### src/design/pf_pkg.sv
// ----------------------------------------------------------------------------
// pf_pkg
// Shared types, constants and helpers for the playfair encrypt block.
// ----------------------------------------------------------------------------
`default_nettype none

package pf_pkg;

  // letter codes, 0 is A
  localparam logic [4:0] LETTER_I = 5'd8;
  localparam logic [4:0] LETTER_J = 5'd9;
  localparam logic [4:0] LETTER_Q = 5'd16;
  localparam logic [4:0] LETTER_X = 5'd23;
  localparam logic [4:0] LETTER_Z = 5'd25;

  localparam int Alpha = 26;
  localparam int Side  = 5;
  localparam int Cells = 25;

  // default queue depths
  localparam int PAIR_DEPTH_DEF = 4;
  localparam int OUT_DEPTH_DEF  = 4;

  // request kinds
  localparam logic [1:0] KIND_KEY    = 2'd0;
  localparam logic [1:0] KIND_FINISH = 2'd1;
  localparam logic [1:0] KIND_MSG    = 2'd2;

  // one letter pair, also the layout of one result
  typedef struct packed {
    logic [4:0] first;
    logic [4:0] second;
    logic       eom;
  } pair_t;

  // key square write from front to back
  typedef struct packed {
    logic       en;
    logic [4:0] slot;
    logic [4:0] letter;
  } wr_t;

  typedef enum logic [1:0] {
    F_IDLE,
    F_ITEM,
    F_WALK,
    F_EMIT2
  } front_state_t;

  // clamp to Z and fold J into I
  function automatic logic [4:0] pf_norm(input logic [4:0] v);
    logic [4:0] c;
    begin
      c = (v > LETTER_Z) ? LETTER_Z : v;
      if (c == LETTER_J) c = LETTER_I;
      return c;
    end
  endfunction

  // row of a square cell
  function automatic logic [2:0] pf_row(input logic [4:0] p);
    logic [2:0] r;
    begin
      if (p < 5'd5)       r = 3'd0;
      else if (p < 5'd10) r = 3'd1;
      else if (p < 5'd15) r = 3'd2;
      else if (p < 5'd20) r = 3'd3;
      else                r = 3'd4;
      return r;
    end
  endfunction

  // column of a square cell
  function automatic logic [2:0] pf_col(input logic [4:0] p);
    logic [4:0] base;
    logic [4:0] d;
    begin
      case (pf_row(p))
        3'd0:    base = 5'd0;
        3'd1:    base = 5'd5;
        3'd2:    base = 5'd10;
        3'd3:    base = 5'd15;
        default: base = 5'd20;
      endcase
      d = p - base;
      return (d > 5'd4) ? 3'd4 : d[2:0];
    end
  endfunction

  // step a row or column with wrap
  function automatic logic [2:0] pf_next(input logic [2:0] r);
    begin
      return (r == 3'(Side - 1)) ? 3'd0 : 3'(r + 3'd1);
    end
  endfunction

  // cell index from row and column
  function automatic logic [4:0] pf_cell(input logic [2:0] r, input logic [2:0] c);
    begin
      return 5'({r, 2'b00}) + {2'b00, r} + {2'b00, c};
    end
  endfunction

endpackage

`default_nettype wire

### src/design/playfair_encrypt.sv
// ----------------------------------------------------------------------------
// playfair_encrypt
// Playfair encryption with a 5x5 key square built from keyword requests.
// ----------------------------------------------------------------------------
// Usage:
//   Requests enter through a queue-style port: in_kind, in_letter, in_last
//   are taken at a clock edge with push high and full low. Kind 0 adds a
//   keyword letter, kind 1 completes the square, kind 2 is a message letter.
//   Results (one ciphertext pair each) leave through a second queue port:
//   a pair is on out_* while empty is low and is taken with pop.
//   The front takes no new request until it has handled the last one; a
//   doubled last letter needs an extra state for its padded tail pair.
//   A finish request walks the alphabet, one letter a cycle, with full high.
//   Key requests first wait until every pair in flight has read the square.
//   A pair reaches the result port from the request that completes it
//   through the pair queue and the two lookup stages.
//   Reset (rst_n low, synchronous) empties both queues and forgets the key.
//   When the receiver stalls, the result queue fills, the lookup stops
//   taking pairs, the pair queue fills and then full stays high.
// ----------------------------------------------------------------------------
`default_nettype none

module playfair_encrypt #(
  parameter int PAIR_DEPTH = pf_pkg::PAIR_DEPTH_DEF,
  parameter int OUT_DEPTH  = pf_pkg::OUT_DEPTH_DEF
) (
  input  wire logic       clk,
  input  wire logic       rst_n,
  input  wire logic       push,
  output logic            full,
  input  wire logic [1:0] in_kind,
  input  wire logic [4:0] in_letter,
  input  wire logic       in_last,
  output logic            empty,
  input  wire logic       pop,
  output logic [4:0]      out_first_out,
  output logic [4:0]      out_second_out,
  output logic            out_end_of_message
);

  localparam int PairW = $bits(pf_pkg::pair_t);

  pf_pkg::wr_t   wr;
  pf_pkg::pair_t fq_wdata, fq_rdata, oq_wdata, oq_rdata;
  logic          fq_push, fq_full, fq_pop, fq_empty;
  logic          oq_push, oq_full;
  logic          back_idle;
  logic [$clog2(PAIR_DEPTH+1)-1:0] fq_count;
  logic [$clog2(OUT_DEPTH+1)-1:0]  oq_count;

  // request intake, key building and pairing
  pf_front u_front (
    .clk       (clk),
    .rst_n     (rst_n),
    .in_push   (push),
    .in_full   (full),
    .in_kind   (in_kind),
    .in_letter (in_letter),
    .in_last   (in_last),
    .q_full    (fq_full),
    .back_idle (back_idle),
    .q_push    (fq_push),
    .q_data    (fq_wdata),
    .wr        (wr)
  );

  // pair queue between front and back
  pf_fifo #(
    .WIDTH (PairW),
    .DEPTH (PAIR_DEPTH)
  ) u_pair_q (
    .clk     (clk),
    .rst_n   (rst_n),
    .push    (fq_push),
    .wr_data (fq_wdata),
    .full    (fq_full),
    .pop     (fq_pop),
    .rd_data (fq_rdata),
    .empty   (fq_empty),
    .count   (fq_count)
  );

  // square lookup
  pf_back #(
    .OUT_DEPTH (OUT_DEPTH)
  ) u_back (
    .clk       (clk),
    .rst_n     (rst_n),
    .wr        (wr),
    .q_empty   (fq_empty),
    .q_data    (fq_rdata),
    .q_pop     (fq_pop),
    .out_count (oq_count),
    .o_push    (oq_push),
    .o_data    (oq_wdata),
    .back_idle (back_idle)
  );

  // result queue
  pf_fifo #(
    .WIDTH (PairW),
    .DEPTH (OUT_DEPTH)
  ) u_out_q (
    .clk     (clk),
    .rst_n   (rst_n),
    .push    (oq_push),
    .wr_data (oq_wdata),
    .full    (oq_full),
    .pop     (pop),
    .rd_data (oq_rdata),
    .empty   (empty),
    .count   (oq_count)
  );

  assign out_first_out      = oq_rdata.first;
  assign out_second_out     = oq_rdata.second;
  assign out_end_of_message = oq_rdata.eom;

  // result credit never lets the lookup overrun the result queue
  a_out_no_overflow: assert property (@(posedge clk) disable iff (!rst_n)
    oq_push |-> !oq_full)
    else $error("result queue written while full");

  // the key square only changes with no pair in flight
  a_key_write_idle: assert property (@(posedge clk) disable iff (!rst_n)
    wr.en |-> back_idle)
    else $error("key square written while lookup busy");

  // pair queue occupancy stays in range
  a_pair_count: assert property (@(posedge clk) disable iff (!rst_n)
    fq_count <= ($clog2(PAIR_DEPTH+1))'(PAIR_DEPTH))
    else $error("pair queue count out of range");

  // an accepted request always makes the front busy in the next cycle
  a_accept_busy: assert property (@(posedge clk) disable iff (!rst_n)
    (push && !full) |=> full)
    else $error("front took a second request without classifying");

endmodule

`default_nettype wire

### src/design/pf_fifo.sv
// ----------------------------------------------------------------------------
// pf_fifo
// Small register queue with occupancy count, used as the pair and result queues.
// ----------------------------------------------------------------------------
`default_nettype none

module pf_fifo #(
  parameter int WIDTH = 11,
  parameter int DEPTH = 4
) (
  input  wire logic                         clk,
  input  wire logic                         rst_n,
  input  wire logic                         push,
  input  wire logic [WIDTH-1:0]             wr_data,
  output logic                              full,
  input  wire logic                         pop,
  output logic [WIDTH-1:0]                  rd_data,
  output logic                              empty,
  output logic [$clog2(DEPTH+1)-1:0]        count
);

  localparam int PtrW = (DEPTH > 1) ? $clog2(DEPTH) : 1;
  localparam int CntW = $clog2(DEPTH + 1);

  logic [WIDTH-1:0] mem_r [DEPTH];
  logic [PtrW-1:0]  wr_ptr_r, wr_ptr_nxt;
  logic [PtrW-1:0]  rd_ptr_r, rd_ptr_nxt;
  logic [CntW-1:0]  count_r, count_nxt;
  logic             do_push, do_pop;

  assign full    = (count_r == CntW'(DEPTH));
  assign empty   = (count_r == '0);
  assign count   = count_r;
  assign rd_data = mem_r[rd_ptr_r];
  assign do_push = push && !full;
  assign do_pop  = pop && !empty;

  // pointer and count update
  always_comb begin
    wr_ptr_nxt = wr_ptr_r;
    rd_ptr_nxt = rd_ptr_r;
    count_nxt  = count_r;
    if (do_push) begin
      wr_ptr_nxt = (wr_ptr_r == PtrW'(DEPTH - 1)) ? '0 : PtrW'(wr_ptr_r + 1'b1);
    end
    if (do_pop) begin
      rd_ptr_nxt = (rd_ptr_r == PtrW'(DEPTH - 1)) ? '0 : PtrW'(rd_ptr_r + 1'b1);
    end
    if (do_push && !do_pop) begin
      count_nxt = CntW'(count_r + 1'b1);
    end else if (do_pop && !do_push) begin
      count_nxt = CntW'(count_r - 1'b1);
    end
  end

  always_ff @(posedge clk) begin
    if (!rst_n) begin
      wr_ptr_r <= '0;
      rd_ptr_r <= '0;
      count_r  <= '0;
    end else begin
      wr_ptr_r <= wr_ptr_nxt;
      rd_ptr_r <= rd_ptr_nxt;
      count_r  <= count_nxt;
    end
  end

  // entry storage
  always_ff @(posedge clk) begin
    if (do_push) begin
      mem_r[wr_ptr_r] <= wr_data;
    end
  end

endmodule

`default_nettype wire

### src/design/pf_front.sv
// ----------------------------------------------------------------------------
// pf_front
// Accepts requests, builds the key square and pairs message letters.
// ----------------------------------------------------------------------------
`default_nettype none

module pf_front (
  input  wire logic          clk,
  input  wire logic          rst_n,
  input  wire logic          in_push,
  output logic               in_full,
  input  wire logic [1:0]    in_kind,
  input  wire logic [4:0]    in_letter,
  input  wire logic          in_last,
  input  wire logic          q_full,
  input  wire logic          back_idle,
  output logic               q_push,
  output pf_pkg::pair_t      q_data,
  output pf_pkg::wr_t        wr
);

  pf_pkg::front_state_t state_r, state_nxt;

  logic [1:0]  kind_r, kind_nxt;
  logic [4:0]  letter_r, letter_nxt;
  logic        last_r, last_nxt;
  logic [25:0] used_r, used_nxt;
  logic [4:0]  fill_r, fill_nxt;
  logic        complete_r, complete_nxt;
  logic [4:0]  held_r, held_nxt;
  logic        held_v_r, held_v_nxt;
  logic [4:0]  walk_r, walk_nxt;
  logic        pl_en;
  logic [4:0]  pl_letter;

  assign in_full = (state_r != pf_pkg::F_IDLE);

  // next state, pairing and key placement
  always_comb begin
    state_nxt    = state_r;
    kind_nxt     = kind_r;
    letter_nxt   = letter_r;
    last_nxt     = last_r;
    used_nxt     = used_r;
    fill_nxt     = fill_r;
    complete_nxt = complete_r;
    held_nxt     = held_r;
    held_v_nxt   = held_v_r;
    walk_nxt     = walk_r;
    pl_en        = 1'b0;
    pl_letter    = letter_r;
    q_push       = 1'b0;
    q_data       = '0;
    wr           = '0;

    unique case (state_r)
      pf_pkg::F_IDLE: begin
        if (in_push) begin
          kind_nxt   = in_kind;
          letter_nxt = pf_pkg::pf_norm(in_letter);
          last_nxt   = in_last;
          state_nxt  = pf_pkg::F_ITEM;
        end
      end

      pf_pkg::F_ITEM: begin
        unique case (kind_r)
          pf_pkg::KIND_KEY: begin
            // key changes wait until no pair is in flight
            if (back_idle) begin
              if (complete_r) begin
                used_nxt     = '0;
                fill_nxt     = '0;
                complete_nxt = 1'b0;
                held_v_nxt   = 1'b0;
              end
              pl_en     = 1'b1;
              pl_letter = letter_r;
              state_nxt = pf_pkg::F_IDLE;
            end
          end
          pf_pkg::KIND_FINISH: begin
            if (complete_r) begin
              state_nxt = pf_pkg::F_IDLE;
            end else if (back_idle) begin
              walk_nxt  = '0;
              state_nxt = pf_pkg::F_WALK;
            end
          end
          pf_pkg::KIND_MSG: begin
            if (!complete_r) begin
              state_nxt = pf_pkg::F_IDLE;
            end else if (!q_full) begin
              state_nxt = pf_pkg::F_IDLE;
              if (held_v_r) begin
                q_push = 1'b1;
                if (letter_r != held_r) begin
                  q_data     = '{first: held_r, second: letter_r, eom: last_r};
                  held_v_nxt = 1'b0;
                end else begin
                  // doubled letter, split with filler
                  q_data = '{first: held_r,
                             second: (held_r == pf_pkg::LETTER_X) ?
                                     pf_pkg::LETTER_Q : pf_pkg::LETTER_X,
                             eom: 1'b0};
                  if (last_r) begin
                    held_v_nxt = 1'b0;
                    state_nxt  = pf_pkg::F_EMIT2;
                  end else begin
                    held_nxt   = letter_r;
                    held_v_nxt = 1'b1;
                  end
                end
              end else if (last_r) begin
                q_push = 1'b1;
                q_data = '{first: letter_r, second: pf_pkg::LETTER_X, eom: 1'b1};
              end else begin
                held_nxt   = letter_r;
                held_v_nxt = 1'b1;
              end
            end
          end
          default: begin
            state_nxt = pf_pkg::F_IDLE;
          end
        endcase
      end

      pf_pkg::F_WALK: begin
        // one alphabet letter per cycle, J skipped
        pl_en     = (walk_r != pf_pkg::LETTER_J);
        pl_letter = walk_r;
        if (walk_r == pf_pkg::LETTER_Z) begin
          complete_nxt = 1'b1;
          state_nxt    = pf_pkg::F_IDLE;
        end else begin
          walk_nxt = 5'(walk_r + 5'd1);
        end
      end

      pf_pkg::F_EMIT2: begin
        // padded tail of a doubled last letter
        if (!q_full) begin
          q_push    = 1'b1;
          q_data    = '{first: letter_r, second: pf_pkg::LETTER_X, eom: 1'b1};
          state_nxt = pf_pkg::F_IDLE;
        end
      end

      default: begin
        state_nxt = pf_pkg::F_IDLE;
      end
    endcase

    // place a letter in the next free cell
    if (pl_en && !used_nxt[pl_letter] && (fill_nxt < 5'(pf_pkg::Cells))) begin
      wr.en                = 1'b1;
      wr.slot              = fill_nxt;
      wr.letter            = pl_letter;
      used_nxt[pl_letter]  = 1'b1;
      fill_nxt             = 5'(fill_nxt + 5'd1);
    end
  end

  // control state
  always_ff @(posedge clk) begin
    if (!rst_n) begin
      state_r    <= pf_pkg::F_IDLE;
      used_r     <= '0;
      fill_r     <= '0;
      complete_r <= 1'b0;
      held_v_r   <= 1'b0;
    end else begin
      state_r    <= state_nxt;
      used_r     <= used_nxt;
      fill_r     <= fill_nxt;
      complete_r <= complete_nxt;
      held_v_r   <= held_v_nxt;
    end
  end

  // request and pairing payload
  always_ff @(posedge clk) begin
    kind_r   <= kind_nxt;
    letter_r <= letter_nxt;
    last_r   <= last_nxt;
    held_r   <= held_nxt;
    walk_r   <= walk_nxt;
  end

endmodule

`default_nettype wire

### src/design/pf_back.sv
// ----------------------------------------------------------------------------
// pf_back
// Holds the key square and enciphers letter pairs in a two stage lookup.
// ----------------------------------------------------------------------------
`default_nettype none

module pf_back #(
  parameter int OUT_DEPTH = pf_pkg::OUT_DEPTH_DEF
) (
  input  wire logic                           clk,
  input  wire logic                           rst_n,
  input  wire pf_pkg::wr_t                    wr,
  input  wire logic                           q_empty,
  input  wire pf_pkg::pair_t                  q_data,
  output logic                                q_pop,
  input  wire logic [$clog2(OUT_DEPTH+1)-1:0] out_count,
  output logic                                o_push,
  output pf_pkg::pair_t                       o_data,
  output logic                                back_idle
);

  localparam int CntW = $clog2(OUT_DEPTH + 1);

  logic [4:0] sq_mem  [pf_pkg::Cells];
  logic [4:0] pos_mem [pf_pkg::Alpha];

  logic          v1_r, v2_r;
  logic [4:0]    pa_r, pb_r;
  logic          eom1_r, eom2_r;
  logic [4:0]    oa_r, ob_r;
  logic [CntW:0] pending;
  logic [2:0]    ra, ca, rb, cb;
  logic [4:0]    addr_a, addr_b;

  // take a pair only when its result has a guaranteed slot
  assign pending   = {1'b0, out_count} + (CntW + 1)'(v1_r) + (CntW + 1)'(v2_r);
  assign q_pop     = !q_empty && (pending < (CntW + 1)'(OUT_DEPTH));
  assign back_idle = q_empty && !v1_r && !v2_r;

  // rows and columns of both letters
  assign ra = pf_pkg::pf_row(pa_r);
  assign ca = pf_pkg::pf_col(pa_r);
  assign rb = pf_pkg::pf_row(pb_r);
  assign cb = pf_pkg::pf_col(pb_r);

  // playfair rule: row shift, column shift or rectangle corners
  always_comb begin
    if (ra == rb) begin
      addr_a = pf_pkg::pf_cell(ra, pf_pkg::pf_next(ca));
      addr_b = pf_pkg::pf_cell(rb, pf_pkg::pf_next(cb));
    end else if (ca == cb) begin
      addr_a = pf_pkg::pf_cell(pf_pkg::pf_next(ra), ca);
      addr_b = pf_pkg::pf_cell(pf_pkg::pf_next(rb), cb);
    end else begin
      addr_a = pf_pkg::pf_cell(ra, cb);
      addr_b = pf_pkg::pf_cell(rb, ca);
    end
  end

  // key square and letter position stores
  always_ff @(posedge clk) begin
    if (wr.en) begin
      sq_mem[wr.slot]    <= wr.letter;
      pos_mem[wr.letter] <= wr.slot;
    end
  end

  // stage one: position lookup
  always_ff @(posedge clk) begin
    if (q_pop) begin
      pa_r   <= pos_mem[q_data.first];
      pb_r   <= pos_mem[q_data.second];
      eom1_r <= q_data.eom;
    end
  end

  // stage two: square lookup
  always_ff @(posedge clk) begin
    if (v1_r) begin
      oa_r   <= sq_mem[addr_a];
      ob_r   <= sq_mem[addr_b];
      eom2_r <= eom1_r;
    end
  end

  always_ff @(posedge clk) begin
    if (!rst_n) begin
      v1_r <= 1'b0;
      v2_r <= 1'b0;
    end else begin
      v1_r <= q_pop;
      v2_r <= v1_r;
    end
  end

  assign o_push = v2_r;
  assign o_data = '{first: oa_r, second: ob_r, eom: eom2_r};

endmodule

`default_nettype wire
### config.mk
export PLATFORM = sky130hd
export DESIGN_NAME = playfair_encrypt
export DESIGN_NICKNAME = d
export VERILOG_FILES = /design/src/design/pf_pkg.sv /design/src/design/playfair_encrypt.sv /design/src/design/pf_fifo.sv /design/src/design/pf_front.sv /design/src/design/pf_back.sv
export SDC_FILE = /design/constraint.sdc
export NUM_CORES = 1
export LEC_CHECK = 0
export BUFFER_PORTS_ARGS = -buffer_cell sky130_fd_sc_hd__buf_4
export CORE_UTILIZATION = 45
export DETAILED_ROUTE_END_ITERATION = 10
export PLACE_DENSITY_LB_ADDON = 0.12
export SLEW_MARGIN = 20
export SYNTH_ARGS = -nofsm -noshare
export SYNTH_HDL_FRONTEND = slang
export SYNTH_SLANG_ARGS = --single-unit
export TNS_END_PERCENT = 20
### constraint.sdc
create_clock -name clk -period 9 [get_ports clk]
set_clock_uncertainty 0.15 [all_clocks]
set_input_delay 0.9 -clock clk [delete_from_list [all_inputs] [get_ports clk]]
set_output_delay 0.9 -clock clk [all_outputs]
set_load 0.03 [all_outputs]
==> results by group, run 1 <==
Timing
  • Relative slew slack: 26.68%
  • RSZ-0062 raised after global routing: no
  • Worst-Margin Slew: 1.100 ns
  • Fmax: 128.8 MHz
  • Final Hold Viols: 0
  • Final max-slew violation count: 0
  • Minimum clock period: 7.764 ns
  • # setup viols final: 0
  • Final worst path period share: 86.27%
  • Setup_tns: 0 ns

Run
  • Max Cap Viol: 0

Synthesis
  • Prevailing post-synth register cell: edfxtp_1
  • Syn Std Cell Area: 0.02191 mm^2
  • Dominant cells by area after synthesis: edfxtp_1, mux4_2, dfxtp_1
  • Synth unique cells: 74
  • Syn_area_per_cell: 13.51 um^2
  • Post-Syn Nets: 1718
  • Top cells by count, synth: edfxtp_1, nor2_1, nand2_1, a21oi_1, mux4_2
  • Synth Warn #: 0
  • Async SR Flop Fraction: 0%
  • Cell taking the most area after synthesis: edfxtp_1
  • Post-synth EDFFs: 383
  • Top-count cell post-synth: edfxtp_1
  • FF+latch count, synth: 438
  • Area share of the largest cell type after synthesis: 52.50%
  • Synth Instances: 1622
  • Sequential-to-total area share from yosys stat: 57.53%

Critical path
  • Setup crit start kind: flip-flop
  • R2R setup slack: 1.24 ns
  • Critical Path AT: 7.99 ns
  • CP startpoint: u_back.pa_r[2]
  • Worst r2r src: u_back.pa_r[2]
  • Critical-path maximum fanout: 43
  • Critical path required time: 9.23 ns
  • WS Path Type: reg -> reg
  • Critical path endpoint category: flip-flop

GRT
  • Initial antenna violation count: 0
  • First-pass GRT wire length: 83.06 mm
  • GR Overflow Total: 0
  • Gr usage total: 22.18%
  • Number of global-route vias before repair: 13410
  • Largest net degree at the start of global routing: 44

Clock network
  • CTS tree: built
  • Clk root buf: clkbuf_16
  • TritonCTS buffer count: 47
  • # hold bufs at CTS: 0
  • CTS sink cnt: 438
  • CTS Buffer Depth: 3
  • Later-pin clock latency in the skew report: 0.59 ns
  • H-tree levels: 2
  • Clock-pin slew on the worst setup and hold paths: 0.06 ns
  • Post-cts resize count: 0
  • Setup bufs post-CTS: 0

Detailed routing
  • # DRC: 0
  • Initial DRC Count: 1320
  • Antenna-violating nets left: 0
  • Initial DRT Pass Iterations: 8
  • Vias/cell: 5.886
  • Avg WL per Cell: 23.57 um
  • Routed vias: 13510
  • Overall routed net length: 54.12 mm

Die
  • Ports: 25
  • Row count: 80
  • Die Wd: 222.6 um
  • Die area: 0.04957 mm^2
  • Die height: 222.6 um
  • Core area: 0.04785 mm^2
  • Initial Util: 45.78%

Cells and area
  • Final net count: 1738
  • # diodes: 0
  • Fill cells: 4044
  • Layout cell share with drive strength beyond 1: 16.00%
  • Reg area: 0.01260 mm^2
  • Area of the multi-input gates: 0.008760 mm^2
  • Syn-to-layout area delta: 10.75%

Place
  • Post-DP HPWL: 37.07 mm
  • I/O Buffers: 24
  • Routability-driven placement congestion ratio: 0.8658

Worst hold path
  • Worst hold start: u_back.eom1_r
  • Hold Crit Class: reg -> reg

Run status
  • Status: completed
area by class of cell:
cell class | instances | share of cell area [%]
inverters | 54 | 0.8355
well taps | 615 | 3.172
flip-flops and latches | 438 | 51.94
repair buffers | 48 | 1.568
clock inverters | 29 | 0.9077
multi-input cells | 1053 | 36.11
clock buffers | 59 | 5.467
cells by family (layout without fill, tap and decap cells):
logic type | after synthesis | in the layout | synth area share, %
flops | 438 | 438 | 57.53
simple gates | 433 | 433 | 9.144
compound gates | 287 | 287 | 8.265
mux | 209 | 209 | 15.55
buf+inv | 131 | 190 | 2.702
fa+ha+maj | 84 | 84 | 5.209
xor+xnor | 40 | 40 | 1.599
metal layers:
metal  GRT usage [%]  wire, um  vias to the layer above
met3           3.478      3018                       77
met2           34.96     25260                      372
met4           5.517      1035                        0
li1                -         -                     6227
met1           32.16     24810                     6838
met5               0         0                        -
through the flow:
| step | hold slack, ns | std cells | worst slack, ns | instance area (um^2) | utilization [%] |
|---|---|---|---|---|---|
| 6_report | 0.2709 | 2296 | 1.236 | 24260 | 50.71 |
| 5_1_grt | 0.2858 | 2296 | 0.6185 | 24260 | 50.71 |
| 4_1_cts | 0.2725 | 2295 | 1.167 | 24220 | 50.63 |
| 3_5_place_dp | 0.2589 | 2207 | 1.225 | 22680 | 47.40 |
| 3_3_place_gp | 0.2610 | 2207 | 1.023 | 22670 | 47.38 |
| 2_1_floorplan | 0.2503 | 1622 | 2.771 | 21910 | - |
critical path, stage by stage, from the launching register on:
cell and delay [ns]:
edfxtp_1 0.48, or3b_2 0.51, o21ai_1 0.42, inv_1 0.27, ha_1 0.29, a21o_1 0.18, ha_1 0.19, inv_1 0.07
fa_1 0.21, a21o_1 0.14, a221oi_1 0.08, a211o_1 0.32, nor2_1 0.31, inv_1 0.22, nor2_1 0.37, inv_1 0.10
ha_1 0.22, a21oi_1 0.13, ha_1 0.18, inv_1 0.05, fa_1 0.41, xnor2_1 0.16, nor2_1 0.22, or2_2 0.80
nor2_1 0.25, a32oi_1 0.31, a21oi_1 0.15, nor4_2 0.34
state kept, by name, summed over array words and instances (netlist names), 5 cells and up, named ones only:
register          count
u_out_q.mem_r        44
u_front.fill_r        5
u_back.sq_mem       125
u_back.pos_mem      130
u_front.letter_r      5
u_back.ob_r           5
u_back.pa_r           5
u_pair_q.mem_r       44
u_front.held_r        5
u_back.pb_r           5
u_back.oa_r           5
u_front.walk_r        5
u_front.used_r       26
layout by cell type (no fill, tap or decap), types with 28 or more instances in the layout:
master,netlist,routed
inv_1,54,54
mux2i_1,91,90
a21oi_1,120,119
clkbuf_16,0,51
nand3_1,28,28
o21ai_0,31,30
nand2_1,138,138
buf_4,9,47
edfxtp_1,383,383
dfxtp_1,55,55
ha_1,72,72
mux4_2,102,102
nor2_1,153,148
worst paths after layout:
kind                          to  depth (start not counted)
setup / recovery  u_back.oa_r[4]                         27
hold / removal     u_back.eom2_r                          0
setup reg to reg  u_back.oa_r[4]                         27
hold reg to reg    u_back.eom2_r                          0
Power of run 1 is not shown: default switching activity piles up to over one toggle a cycle in this logic, so the estimate is an artifact.
==> run 2: changes to the inputs <==
- ABC_AREA: unset -> 1
==> results by group, run 2 <==
Cells and area
  • Final net count: 2618 (was 1738)
  • Max reg flops: 130 (unchanged)
  • Syn-to-layout area delta: 11.01% (was 10.75%)
  • # diodes: 0 (unchanged)
  • Layout cell share with drive strength beyond 1: 8.892% (was 16.00%)
  • Regs by FF count: u_back.pos_mem x130, u_back.sq_mem x125 (unchanged)
  • Commonest non-fill, non-tap cell in the layout: edfxtp_1 (unchanged)
  • Area of the multi-input gates: 0.008864 mm^2 (was 0.008760 mm^2)
  • Most frequent cells in the layout: edfxtp_1, nand2_1, nand3_1 (was edfxtp_1, nor2_1, nand2_1)
  • Reg area: 0.01260 mm^2 (unchanged)
  • Fill cells: 4724 (was 4044)
  • Largest reg by FF count: u_back.pos_mem (unchanged)

Detailed routing
  • Antenna-violating nets left: 0 (unchanged)
  • Overall routed net length: 64.88 mm (was 54.12 mm)
  • Routed vias: 18040 (was 13510)
  • Initial DRC Count: 1886 (was 1320)
  • Vias/cell: 5.562 (was 5.886)
  • Avg WL per Cell: 20.00 um (was 23.57 um)
  • Initial DRT Pass Iterations: 5 (was 8)
  • # DRC: 0 (unchanged)

GRT
  • First-pass GRT wire length: 101.4 mm (was 83.06 mm)
  • GR Overflow Total: 0 (unchanged)
  • Initial antenna violation count: 0 (unchanged)
  • Largest net degree at the start of global routing: 72 (was 44)
  • Number of global-route vias before repair: 17540 (was 13410)
  • Gr usage total: 24.71% (was 22.18%)

Die
  • Core area: 0.05120 mm^2 (was 0.04785 mm^2)
  • Row count: 83 (was 80)
  • Ports: 25 (unchanged)
  • Die area: 0.05272 mm^2 (was 0.04957 mm^2)
  • Die height: 229.6 um (was 222.6 um)
  • Initial Util: 45.53% (was 45.78%)
  • Die Wd: 229.6 um (was 222.6 um)

Timing
  • Final max-slew violation count: 0 (unchanged)
  • RSZ-0062 raised after global routing: no (unchanged)
  • # setup viols final: 0 (unchanged)
  • Fmax: 149.1 MHz (was 128.8 MHz)
  • Minimum clock period: 6.705 ns (was 7.764 ns)
  • WHS: 0.3070 ns (was 0.2709 ns)
  • Final Hold Viols: 0 (unchanged)
  • Relative slew slack: 27.80% (was 26.68%)
  • Final worst path period share: 74.50% (was 86.27%)
  • Worst-Margin Slew: 1.072 ns (was 1.100 ns)
  • Setup_tns: 0 ns (unchanged)

Critical path
  • Critical path endpoint category: flip-flop (unchanged)
  • Critical-path maximum fanout: 45 (was 43)
  • Critical Path AT: 6.90 ns (was 7.99 ns)
  • Path depth of the worst reg2reg path: 28 (was 27)
  • Buf/Inv on CP: 3 (was 5)
  • Worst r2r src: u_back.pa_r[3] (was u_back.pa_r[2])
  • Slowest CP cell: nand2_2 (was or2_2)
  • Cell mode on critical path: nand2_1 (was inv_1)
  • Reg-to-Reg End: u_back.oa_r[2] (was u_back.oa_r[4])
  • R2R setup slack: 2.30 ns (was 1.24 ns)
  • Setup crit start kind: flip-flop (unchanged)
  • Max stage delay on crit path: 0.93 ns (was 0.80 ns)
  • Worst path top cell family by delay: simple AND/OR/NAND/NOR gates (unchanged)
  • Critical path required time: 9.19 ns (was 9.23 ns)
  • WS Path Type: reg -> reg (unchanged)

Clock network
  • Later-pin clock latency in the skew report: 0.61 ns (was 0.59 ns)
  • CTS sink cnt: 438 (unchanged)
  • CTS Buffer Depth: 3 (unchanged)
  • Clk root buf: clkbuf_16 (unchanged)
  • H-tree levels: 2 (unchanged)
  • TritonCTS buffer count: 50 (was 47)
  • Setup bufs post-CTS: 0 (unchanged)
  • # hold bufs at CTS: 0 (unchanged)
  • CTS tree: built (unchanged)
  • Clock-pin slew on the worst setup and hold paths: 0.06 ns (about the same)
  • Post-cts resize count: 0 (unchanged)

Synthesis
  • Synth unique cells: 52 (was 74)
  • Prevailing post-synth register cell: edfxtp_1 (unchanged)
  • Post-Syn Nets: 2634 (was 1718)
  • Area share of the largest cell type after synthesis: 49.34% (was 52.50%)
  • Top cells by count, synth: edfxtp_1, nand2_1, nand3_1, inv_1, nor2_1 (was edfxtp_1, nor2_1, nand2_1, a21oi_1, mux4_2)
  • FF+latch count, synth: 438 (unchanged)
  • Dominant cells by area after synthesis: edfxtp_1, nand3_1, nand2_1 (was edfxtp_1, mux4_2, dfxtp_1)
  • Sequential-to-total area share from yosys stat: 54.06% (was 57.53%)
  • Async SR Flop Fraction: 0% (unchanged)
  • Post-synth EDFFs: 383 (unchanged)
  • Synth Instances: 2538 (was 1622)
  • Synth Warn #: 0 (unchanged)
  • Syn_area_per_cell: 9.185 um^2 (was 13.51 um^2)
  • Cell taking the most area after synthesis: edfxtp_1 (unchanged)
  • Syn Std Cell Area: 0.02331 mm^2 (was 0.02191 mm^2)

Run status
  • Status: completed (unchanged)

Place
  • Routability-driven placement congestion ratio: 0.9421 (was 0.8658)
  • I/O Buffers: 24 (unchanged)
  • Post-DP HPWL: 44.22 mm (was 37.07 mm)

Worst hold path
  • Hold Crit Class: reg -> reg (unchanged)
  • WHS Path Cells: 0 (unchanged)
  • Worst hold start: u_front.letter_r[3] (was u_back.eom1_r)
  • Hold EP: u_front.held_r[3] (was u_back.eom2_r)

Run
  • Max Cap Viol: 0 (unchanged)
run 2: changes by cell type in the layout (fill, tap and decap cells not counted), sizes merged, moves of 39 or more:
cell / previous run / this run
inv: 56 / 355
nor2: 154 / 223
nand3: 28 / 370
nand2: 138 / 398
mux4: 102 / 0
o221ai: 2 / 41
mux2i: 92 / 0
a21oi: 120 / 167
o21ai: 34 / 175
run 2: worst reg2reg max path, delay by kind of cell, from the launching register on:
family / cells / cell delay [ns]
DFF: 1 / 0.50
buffers and inverters: 3 / 0.37
AOI/OAI and AO/OA: 2 / 0.41
adders and majority gates: 4 / 0.95
and+or+nand+nor: 18 / 3.80
xor gates and xnor gates: 1 / 0.26
run 2: worst max-delay path by stage:
stage,startpoint,to,slack [ns],cells after the start
detailed placement,u_back.pa_r[3],u_back.oa_r[1],2.33,28
finish,u_back.pa_r[3],u_back.oa_r[2],2.30,28
floorplan,u_back.pb_r[3],u_back.ob_r[0],3.53,28
CTS,u_back.pa_r[3],u_back.oa_r[1],2.32,28
global route,u_back.pa_r[3],u_back.oa_r[4],1.79,28
global placement,u_back.v1_r,u_back.sq_mem[24][4],2.13,13
run 2: per-layer routing:
layer	share of wire [%]	vias to the layer above	track usage, %
met3	5.5	140	2.851
met2	47	657	40.85
met4	3.6	0	9.708
met1	43	8544	33.12
li1	-	8701	-
met5	0	-	0
run 2: stage by stage:
stage	setup slack, ns	instances	instance area (um^2)	util [%]
3_5_place_dp	2.329	3150	24020	46.91
6_report	2.295	3244	25880	50.54
4_1_cts	2.315	3244	25850	50.50
2_1_floorplan	3.526	2538	23310	-
3_3_place_gp	2.130	3150	24000	46.88
5_1_grt	1.793	3244	25880	50.54
run 2: final cells by class:
class	instances	share of cell area (%)
inverters	358	5.193
clock inverters	29	1.552
well taps	680	3.288
clock buffers	65	5.536
flip-flops and latches	438	48.70
repair buffers	51	1.480
multi-input cells	1623	34.25
run 2: logic make-up (layout without fill, tap and decap cells):
| group | after synthesis | after routing | share of synthesized area [%] |
|---|---|---|---|
| buffers and inverters | 477 | 503 | 8.239 |
| and+or+nand+nor | 1048 | 1048 | 20.14 |
| adders and majority gates | 84 | 84 | 4.895 |
| xor gates and xnor gates | 22 | 22 | 0.9071 |
| DFF | 438 | 438 | 54.06 |
| AOI/OAI and AO/OA | 469 | 469 | 11.76 |
Power of run 2 is left out for the same reason.
